$ cat src/sv/pm4rp_pkg.sv
// shared types and constants of the ring packet parser
`default_nettype none
package pm4rp_pkg;

  // ring index width and fixed output widths
  localparam int RING_INDEX_BITS = 16;
  localparam int BATCH_COUNT_BITS = 17;

  // header types
  localparam logic [1:0] TYPE_DESYNC = 2'd1;
  localparam logic [1:0] TYPE_FILLER = 2'd2;
  localparam logic [1:0] TYPE_THREE  = 2'd3;

  // swap opcode and minimum payload
  localparam logic [6:0]  SWAP_OPCODE    = 7'h64;
  localparam logic [14:0] SWAP_MIN_COUNT = 15'd4;

  // record kinds
  localparam logic [1:0] KIND_PACKET = 2'd0;
  localparam logic [1:0] KIND_DESYNC = 2'd1;
  localparam logic [1:0] KIND_DRAIN  = 2'd2;

  // one result item
  typedef struct packed {
    logic [1:0]       kind;
    logic [1:0]       ptype;
    logic [6:0]       opcode;
    logic [14:0]      payload;
    logic             swap_seen;
    logic [3:0][31:0] swap_words;
    logic [15:0]      read_index;
    logic [15:0]      consumed;
    logic             last;
  } record_t;

  // records produced by one input item
  typedef struct packed {
    logic [1:0] count;
    record_t    first;
    record_t    second;
  } push_t;

endpackage
`default_nettype wire

$ cat src/sv/pm4rp_parser.sv
// header parsing, payload skipping and swap capture for one ring word per cycle while accept is high
`default_nettype none
module pm4rp_parser import pm4rp_pkg::*; (
  input  wire logic        clk,
  input  wire logic        rst,
  input  wire logic        cfg_write,
  input  wire logic [3:0]  cfg_data,
  input  wire logic        accept,
  input  wire logic [31:0] ring_word,
  input  wire logic        batch_end,
  output push_t            push
);

  localparam logic [1:0] PHASE_HEADER  = 2'd0;
  localparam logic [1:0] PHASE_PAYLOAD = 2'd1;
  localparam logic [1:0] PHASE_DROP    = 2'd3;

  logic [3:0]                  ring_size_log2;
  logic [RING_INDEX_BITS-1:0]  read_pointer, read_pointer_next;
  logic [1:0]                  parse_phase, parse_phase_next;
  logic [14:0]                 words_remaining, words_remaining_next;
  logic [2:0]                  payload_position, payload_position_next;
  logic [1:0]                  held_type, held_type_next;
  logic [6:0]                  held_opcode, held_opcode_next;
  logic [14:0]                 held_count, held_count_next;
  logic [3:0][31:0]            captured, captured_next;
  logic [BATCH_COUNT_BITS-1:0] batch_word_count, batch_word_count_next;

  logic [RING_INDEX_BITS-1:0]  mask;
  logic [4:0]                  exponent;
  logic [BATCH_COUNT_BITS-1:0] batch_inc;
  logic [1:0]                  hdr_type;
  logic                        held_swap;
  logic                        pkt_valid;
  record_t                     pkt_rec;
  record_t                     drain_rec;
  logic [31:0]                 rp_wide;
  logic [31:0]                 cons_wide;

  // ring mask from the size exponent, capped at the index width
  always_comb begin
    exponent = 5'(ring_size_log2) + 5'd1;
    if (32'(exponent) > RING_INDEX_BITS) begin
      exponent = 5'(RING_INDEX_BITS);
    end
    mask = ~({RING_INDEX_BITS{1'b1}} << exponent);
  end

  assign hdr_type  = ring_word[31:30];
  assign held_swap = (held_type == TYPE_THREE) && (held_opcode == SWAP_OPCODE) &&
                     (held_count >= SWAP_MIN_COUNT);
  assign batch_inc = batch_word_count + 1'b1;

  // next state and packet or desync record
  always_comb begin
    read_pointer_next     = (read_pointer + 1'b1) & mask;
    batch_word_count_next = batch_inc;
    parse_phase_next      = parse_phase;
    words_remaining_next  = words_remaining;
    payload_position_next = payload_position;
    held_type_next        = held_type;
    held_opcode_next      = held_opcode;
    held_count_next       = held_count;
    captured_next         = captured;
    pkt_valid             = 1'b0;
    pkt_rec               = '0;
    case (parse_phase)
      PHASE_HEADER: begin
        if (hdr_type == TYPE_FILLER) begin
          pkt_valid     = 1'b1;
          pkt_rec.kind  = KIND_PACKET;
          pkt_rec.ptype = TYPE_FILLER;
        end else if (hdr_type == TYPE_DESYNC) begin
          pkt_valid        = 1'b1;
          pkt_rec.kind     = KIND_DESYNC;
          pkt_rec.ptype    = TYPE_DESYNC;
          parse_phase_next = PHASE_DROP;
        end else begin
          held_type_next        = hdr_type;
          held_opcode_next      = (hdr_type == TYPE_THREE) ? ring_word[14:8] : 7'd0;
          held_count_next       = {1'b0, ring_word[29:16]} + 15'd1;
          words_remaining_next  = {1'b0, ring_word[29:16]} + 15'd1;
          payload_position_next = 3'd0;
          captured_next         = '0;
          parse_phase_next      = PHASE_PAYLOAD;
        end
      end
      PHASE_PAYLOAD: begin
        if (held_swap && !payload_position[2]) begin
          captured_next[payload_position[1:0]] = ring_word;
        end
        if (!payload_position[2]) begin
          payload_position_next = payload_position + 3'd1;
        end
        words_remaining_next = words_remaining - 15'd1;
        if (words_remaining_next == 15'd0) begin
          pkt_valid          = 1'b1;
          pkt_rec.kind       = KIND_PACKET;
          pkt_rec.ptype      = held_type;
          pkt_rec.opcode     = held_opcode;
          pkt_rec.payload    = held_count;
          pkt_rec.swap_seen  = held_swap;
          pkt_rec.swap_words = held_swap ? captured_next : '0;
          parse_phase_next   = PHASE_HEADER;
        end
      end
      default: begin
        // dropping to batch end
      end
    endcase
    if (batch_end) begin
      batch_word_count_next = '0;
      if (parse_phase_next[1]) begin
        parse_phase_next = PHASE_HEADER;
      end
    end
  end

  // drain record at batch end
  always_comb begin
    rp_wide              = 32'(read_pointer_next);
    cons_wide            = 32'(batch_inc) & 32'(mask);
    drain_rec            = '0;
    drain_rec.kind       = KIND_DRAIN;
    drain_rec.read_index = rp_wide[15:0];
    drain_rec.consumed   = cons_wide[15:0];
    drain_rec.last       = 1'b1;
  end

  // order the records of this item, last flag on the final one
  always_comb begin
    push = '0;
    if (pkt_valid && batch_end) begin
      push.count  = 2'd2;
      push.first  = pkt_rec;
      push.second = drain_rec;
    end else if (pkt_valid) begin
      push.count      = 2'd1;
      push.first      = pkt_rec;
      push.first.last = 1'b1;
    end else if (batch_end) begin
      push.count = 2'd1;
      push.first = drain_rec;
    end
    if (!accept) begin
      push.count = 2'd0;
    end
  end

  // state registers; a register write restarts the ring
  always_ff @(posedge clk) begin
    if (rst || cfg_write) begin
      read_pointer     <= '0;
      parse_phase      <= PHASE_HEADER;
      words_remaining  <= '0;
      payload_position <= '0;
      held_type        <= '0;
      held_opcode      <= '0;
      held_count       <= '0;
      captured         <= '0;
      batch_word_count <= '0;
    end else if (accept) begin
      read_pointer     <= read_pointer_next;
      parse_phase      <= parse_phase_next;
      words_remaining  <= words_remaining_next;
      payload_position <= payload_position_next;
      held_type        <= held_type_next;
      held_opcode      <= held_opcode_next;
      held_count       <= held_count_next;
      captured         <= captured_next;
      batch_word_count <= batch_word_count_next;
    end
  end

  // ring size register
  always_ff @(posedge clk) begin
    if (rst) begin
      ring_size_log2 <= '0;
    end else if (cfg_write) begin
      ring_size_log2 <= cfg_data;
    end
  end

endmodule
`default_nettype wire

$ cat src/sv/pm4rp_out_queue.sv
// four-entry result queue taking up to two records per cycle
`default_nettype none
module pm4rp_out_queue import pm4rp_pkg::*; (
  input  wire logic clk,
  input  wire logic rst,
  input  push_t     push,
  output logic      room,
  output logic      out_valid,
  input  wire logic out_ready,
  output record_t   head
);

  record_t    entries [4];
  logic [1:0] wr_ptr, rd_ptr;
  logic [2:0] count, count_next;
  logic       pop;

  assign pop       = out_valid && out_ready;
  assign out_valid = (count != 3'd0);
  assign room      = (count <= 3'd2);
  assign head      = entries[rd_ptr];
  assign count_next = count + 3'(push.count) - 3'(pop);

  // record storage
  always_ff @(posedge clk) begin
    if (push.count != 2'd0) begin
      entries[wr_ptr] <= push.first;
    end
    if (push.count == 2'd2) begin
      entries[wr_ptr + 2'd1] <= push.second;
    end
  end

  // pointers and fill level
  always_ff @(posedge clk) begin
    if (rst) begin
      wr_ptr <= '0;
      rd_ptr <= '0;
      count  <= '0;
    end else begin
      wr_ptr <= wr_ptr + push.count;
      rd_ptr <= rd_ptr + 2'(pop);
      count  <= count_next;
    end
  end

endmodule
`default_nettype wire

$ cat src/sv/pm4_ring_packet_parser.sv
// top level of the ring packet parser
// Usage:
//   Ring dwords enter on the input channel (in_valid/in_ready) with ring_word
//   and batch_end, one item per cycle when the output side keeps up.
//   Each item yields zero, one or two result items on the output channel
//   (out_valid/out_ready): a packet or desync record, a drain record at batch
//   end, or both, the final one of an item marked by last.
//   With the queue empty, the first result of an item is shown in the cycle
//   after the item is accepted; a second result follows the cycle after the
//   first is taken.
//   Throughput: one item per cycle while in_ready is high; the parser state
//   updates in one pass per word, and the four-entry result queue keeps
//   in_ready high while it has room for two records.
//   When the receiver stalls the queue fills and in_ready falls once fewer
//   than two entries are free; nothing is lost.
//   Configuration: cfg_valid/cfg_ready/cfg_data writes ring_size_log2 and
//   restarts the ring state; cfg_ready is always high.
//   Reset (rst, synchronous): ring size exponent, read pointer, batch count
//   and parse state go to zero and the queue empties.
`default_nettype none
module pm4_ring_packet_parser import pm4rp_pkg::*; (
  input  wire logic        clk,
  input  wire logic        rst,
  input  wire logic        cfg_valid,
  output logic             cfg_ready,
  input  wire logic [3:0]  cfg_data,
  input  wire logic        in_valid,
  output logic             in_ready,
  input  wire logic [31:0] ring_word,
  input  wire logic        batch_end,
  output logic             out_valid,
  input  wire logic        out_ready,
  output logic [1:0]       record_kind,
  output logic [1:0]       packet_type,
  output logic [6:0]       packet_opcode,
  output logic [14:0]      payload_words,
  output logic             swap_seen,
  output logic [31:0]      swap_magic,
  output logic [31:0]      swap_frontbuffer,
  output logic [31:0]      swap_width,
  output logic [31:0]      swap_height,
  output logic [15:0]      read_index,
  output logic [15:0]      consumed_words,
  output logic             last
);

  push_t   push;
  record_t head;
  logic    room;

  assign cfg_ready = 1'b1;
  assign in_ready  = room;

  // per-word parser
  pm4rp_parser u_parser (
    .clk       (clk),
    .rst       (rst),
    .cfg_write (cfg_valid),
    .cfg_data  (cfg_data),
    .accept    (in_valid && room),
    .ring_word (ring_word),
    .batch_end (batch_end),
    .push      (push)
  );

  // result queue
  pm4rp_out_queue u_queue (
    .clk       (clk),
    .rst       (rst),
    .push      (push),
    .room      (room),
    .out_valid (out_valid),
    .out_ready (out_ready),
    .head      (head)
  );

  // result fields
  assign record_kind      = head.kind;
  assign packet_type      = head.ptype;
  assign packet_opcode    = head.opcode;
  assign payload_words    = head.payload;
  assign swap_seen        = head.swap_seen;
  assign swap_magic       = head.swap_words[0];
  assign swap_frontbuffer = head.swap_words[1];
  assign swap_width       = head.swap_words[2];
  assign swap_height      = head.swap_words[3];
  assign read_index       = head.read_index;
  assign consumed_words   = head.consumed;
  assign last             = head.last;

endmodule
`default_nettype wire
$ cat config.mk
export PLATFORM = sky130hd
export DESIGN_NAME = pm4_ring_packet_parser
export DESIGN_NICKNAME = d
export VERILOG_FILES = /design/src/sv/pm4rp_pkg.sv /design/src/sv/pm4rp_parser.sv /design/src/sv/pm4rp_out_queue.sv /design/src/sv/pm4_ring_packet_parser.sv
export SDC_FILE = /design/constraint.sdc
export NUM_CORES = 2
export LEC_CHECK = 0
export BUFFER_PORTS_ARGS = -buffer_cell sky130_fd_sc_hd__buf_2
export CAP_MARGIN = 20
export CORE_UTILIZATION = 61
export CTS_CLUSTER_DIAMETER = 200
export DETAILED_ROUTE_END_ITERATION = 16
export PLACE_DENSITY = 0.85
export SYNTH_ARGS = -nofsm -noshare
export SYNTH_HDL_FRONTEND = slang
export SYNTH_SLANG_ARGS = --single-unit
$ cat constraint.sdc
create_clock -name clk -period 7 [get_ports clk]
set_input_delay 1.4 -clock clk [delete_from_list [all_inputs] [get_ports clk]]
set_output_delay 1.4 -clock clk [all_outputs]
set_load 0.1 [all_outputs]
==> metrics.txt <==
Power Dens Cells=between 300 and 400 nW/µm²; Via Count=~31000; Worst Skew=0.0340 ns; commonest cells in the netlist=dfxtp_1 (831), nand2_1 (630), o21ai_0 (526); HP Class=register to register; core area=around 63000 µm²; Ys Warns=0; GRT overflow=0; Worst EP required=approximately 7.6 ns; Root Driver=clkbuf_16; Synth top area share=a little over two fifths; Seq/Total Area, Yosys=about 53%; row cnt=slightly above 90; Port Buf Inserts=231; xor/xnor share of the synthesized area=less than 1%; Int Pwr=between 0.009 and 0.01 W; layout net count=~3800; VDD IR max=0.241 mV; clock sink total=967; Reg clk slew, reported paths=approximately 0.070 ns; Worst setup EP type=register; ranking of synthesized cells by area=dfxtp_1 (43%), mux4_2 (11%), edfxtp_1 (11%), o21ai_0 (6.8%), nand2_1 (6.1%); worst-path maximum fanout=116; slowest CP cell=or2_2; max cap viols=0; Post-Synth Simple-Gate Area=a little over a tenth; CTS tree=yes; slew margin rel.=approximately a quarter; busiest grt layer=met2; asr flop ratio synth=0%; Die ar.=approximately 65000 µm²; met3 capacity usage during global routing=under 10%; Final Hold Vio Count=0; Setup CP Type=register to register; first-pass GRT wire length=between 150 and 200 mm; Startpoint Class=register; Buf/Inv on CP=2; 1st-pass router iterations=6; H-tree depth=3; Core Util, Final=between 60% and 70%; largest net degree at the start of global routing=around 150; crit share post-route=around 82%; Switching Fraction=between 30% and 40%; Synthesized Nets=~3800; worst hold stages=2; Die Width=approximately 250 µm; crit path DAT=roughly 6.3 ns; drc violations=0; R2R cell count=14; clock tree buffer depth=3; Die H=approximately 250 µm; worst-skew pair later-pin latency=slightly below 0.7 ns; Worst path top cell family by delay=simple AND/OR/NAND/NOR gates; routability cong.=a little under 0.9; flops & latches, synth=around 970; final wirelength=between 100 and 150 mm; ys flop type=dfxtp_1; max incr delay on CP=0.73 ns; Mapped Area=about 39000 µm²; min Tclk post-route=roughly 5.8 ns; Slew Viols, Final=0; Max Freq=174 MHz; Layout area overhead=11.8%; post-synthesis mux area share=14.3%; wire length per cell=around 24 µm; FF-to-FF End=u_queue.entries[0][91]; met1 Use GR=43.9%; GRT Util Overall=between 30% and 40%; dpl hpwl=63.0 mm; vias per std cell=6.66; setup TNS=0 ns; Hold Buf Count CTS=0; CP cell instances=or4_1 > nor4_2 > nor4b_1 > a311oi_2 > buf_4 > or4_1 > and2_1 > ha_1 > nand4_1 > or2_2 > and2_4 > buf_12 > nand2_1 > o21ai_0; Crit path top cell by count=or4_1; Mean Syn Cell Area=about 10 µm²; Placed Cells=approximately 4500; ratio of cells with drive above 1 in the final layout=between 10% and 20%; hold path endpoint=u_queue.entries[0][161]; register share of total power=a little over two fifths; Resized cells post-CTS=0; Comb power frac=between 15 and 20%; Yosys top cell by area=dfxtp_1; Initial Util=around three fifths; DR iter-0 viols=3947; FF-to-FF Start=u_parser.words_remaining[4]; most frequent cell after synthesis=dfxtp_1; number of global-route vias before repair=30800; post-route insts no fill=between 4000 and 5000; outcome=finished, final reports clean; Synth Area in Compound Gates=~16%; Mapped Cells=roughly 3700; Synth Area in Adders=less than 1%; TritonCTS buffer count=93; post-synth cell types=between 60 and 70; total I/O pin count=between 200 and 250; DRT antenna net count=0; leakage=roughly 15 nW; Hold Startpoint=u_queue.entries[0][161]; met2 Use GR=55.1%; clock share of power=38.2%; number of synthesized flops with an enable pin=136; main combinational cell family by area after synthesis=compound AO/OA/AOI/OAI gates; Slew @ Worst Pin=1.14 ns; RSZ-0062 raised after global routing=false; final setup fails=0; Reg2Reg Setup Slack=roughly 1.2 ns; initial antenna violation count=3; Switch Pwr=between 0.004 and 0.005 W; Post-CTS Setup Inserts=0
[sequential cells by signal (all words and copies together) (netlist names)]
register and flops:
u_parser.batch_word_count 16, u_parser.captured 128, u_parser.held_count 15, u_parser.held_opcode 7, u_parser.held_type 2, u_parser.parse_phase 2
u_parser.payload_position 3, u_parser.read_pointer 16, u_parser.ring_size_log2 4, u_parser.words_remaining 15, u_queue.count 3, u_queue.entries 752
u_queue.rd_ptr 2, u_queue.wr_ptr 2
[cells by family (layout without fill, tap and decap cells)]
| logic type | Yosys count | in the layout |
|---|---|---|
| compound gates | 1042 | 1042 |
| flops | 967 | 967 |
| simple gates | 951 | 951 |
| buf+inv | 367 | 469 |
| mux | 321 | 321 |
| xor+xnor | 44 | 44 |
| fa+ha+maj | 23 | 23 |
| other cells | 1 | 4 |
[power groups by stage]
stage	registers [W]	logic [W]	clock network, W
after CTS	0.00589	0.00242	0.00514
after global placement	0.00600	0.00240	0
after detailed placement	0.00601	0.00242	0
after floorplan	0.00590	0.00199	0
final	0.00589	0.00245	0.00515
after global routing	0.00591	0.00254	0.00536
[worst reg2reg max path, stage by stage (launching register included)]
cell and delay [ns]:
dfxtp_1 0.36, or4_1 0.68, nor4_2 0.37, nor4b_1 0.36
a311oi_2 0.06, buf_4 0.24, or4_1 0.55, and2_1 0.17
ha_1 0.31, nand4_1 0.21, or2_2 0.73, and2_4 0.70
buf_12 0.59, nand2_1 0.18, o21ai_0 0.13
[cell usage in the layout, fill, tap and decap left out, drive strengths merged, types with 9 or more instances in the layout]
| cell type | count |
|---|---|
| a32o | 96 |
| xor2 | 11 |
| clkinv | 32 |
| clkbuf | 131 |
| a211oi | 9 |
| nand2 | 630 |
| o2bb2ai | 32 |
| nand4 | 12 |
| nor3 | 28 |
| o21ai | 575 |
| a21oi | 191 |
| edfxtp | 136 |
| or3 | 16 |
| ha | 22 |
| xnor2 | 33 |
| nand2b | 21 |
| dfxtp | 831 |
| a22o | 88 |
| inv | 30 |
| nor4 | 13 |
| mux2i | 132 |
| nor2 | 111 |
| and4 | 11 |
| mux4 | 188 |
| nand3 | 49 |
| a31oi | 9 |
| and3 | 9 |
| buf | 266 |
| and2 | 9 |
[cell type report]
class	count	area [µm²]
inverter	27	101
tap	846	1060
fill	4352	19500
antenna	3	7.51
multi-input combinational	2382	16900
sequential	967	20700
timing repair buffer	266	1550
clock inverter	45	479
clock buffer	131	2660
[stage by stage]
| step | power [W] | area, µm² | worst slack, ns | hold WS (ns) |
|---|---|---|---|---|
| floorplan | 0.00789 | 38900 | 1.64 | 0.410 |
| global placement | 0.00840 | 40200 | 1.59 | 0.423 |
| detailed placement | 0.00843 | 40200 | 1.50 | 0.437 |
| CTS | 0.0135 | 43400 | 1.46 | 0.448 |
| global route | 0.0138 | 43500 | 1.04 | 0.457 |
| finish | 0.0135 | 43500 | 1.24 | 0.446 |
[metal layers]
| metal | vias to the layer above | share of wire, % | routed length, µm |
|---|---|---|---|
| met5 | - | 0 | 0 |
| met3 | 339 | 11 | 12400 |
| met4 | 0 | 5.5 | 6230 |
| li1 | 13500 | - | - |
| met1 | 15300 | 37 | 42100 |
| met2 | 1976 | 47 | 52800 |
[how the worst max path moves through the flow]
stage	endpoint	from	depth (start not counted)
after floorplan	u_queue.entries[2][0]	u_parser.words_remaining[4]	17
after global placement	u_queue.entries[2][94]	u_parser.words_remaining[4]	13
after detailed placement	u_queue.entries[2][123]	u_parser.words_remaining[4]	13
after CTS	u_queue.entries[0][75]	u_parser.words_remaining[4]	14
after global routing	u_queue.entries[0][95]	u_parser.words_remaining[4]	14
final	u_queue.entries[0][91]	u_parser.words_remaining[4]	14
No activity file was read; power rests on OpenSTA's default activity.
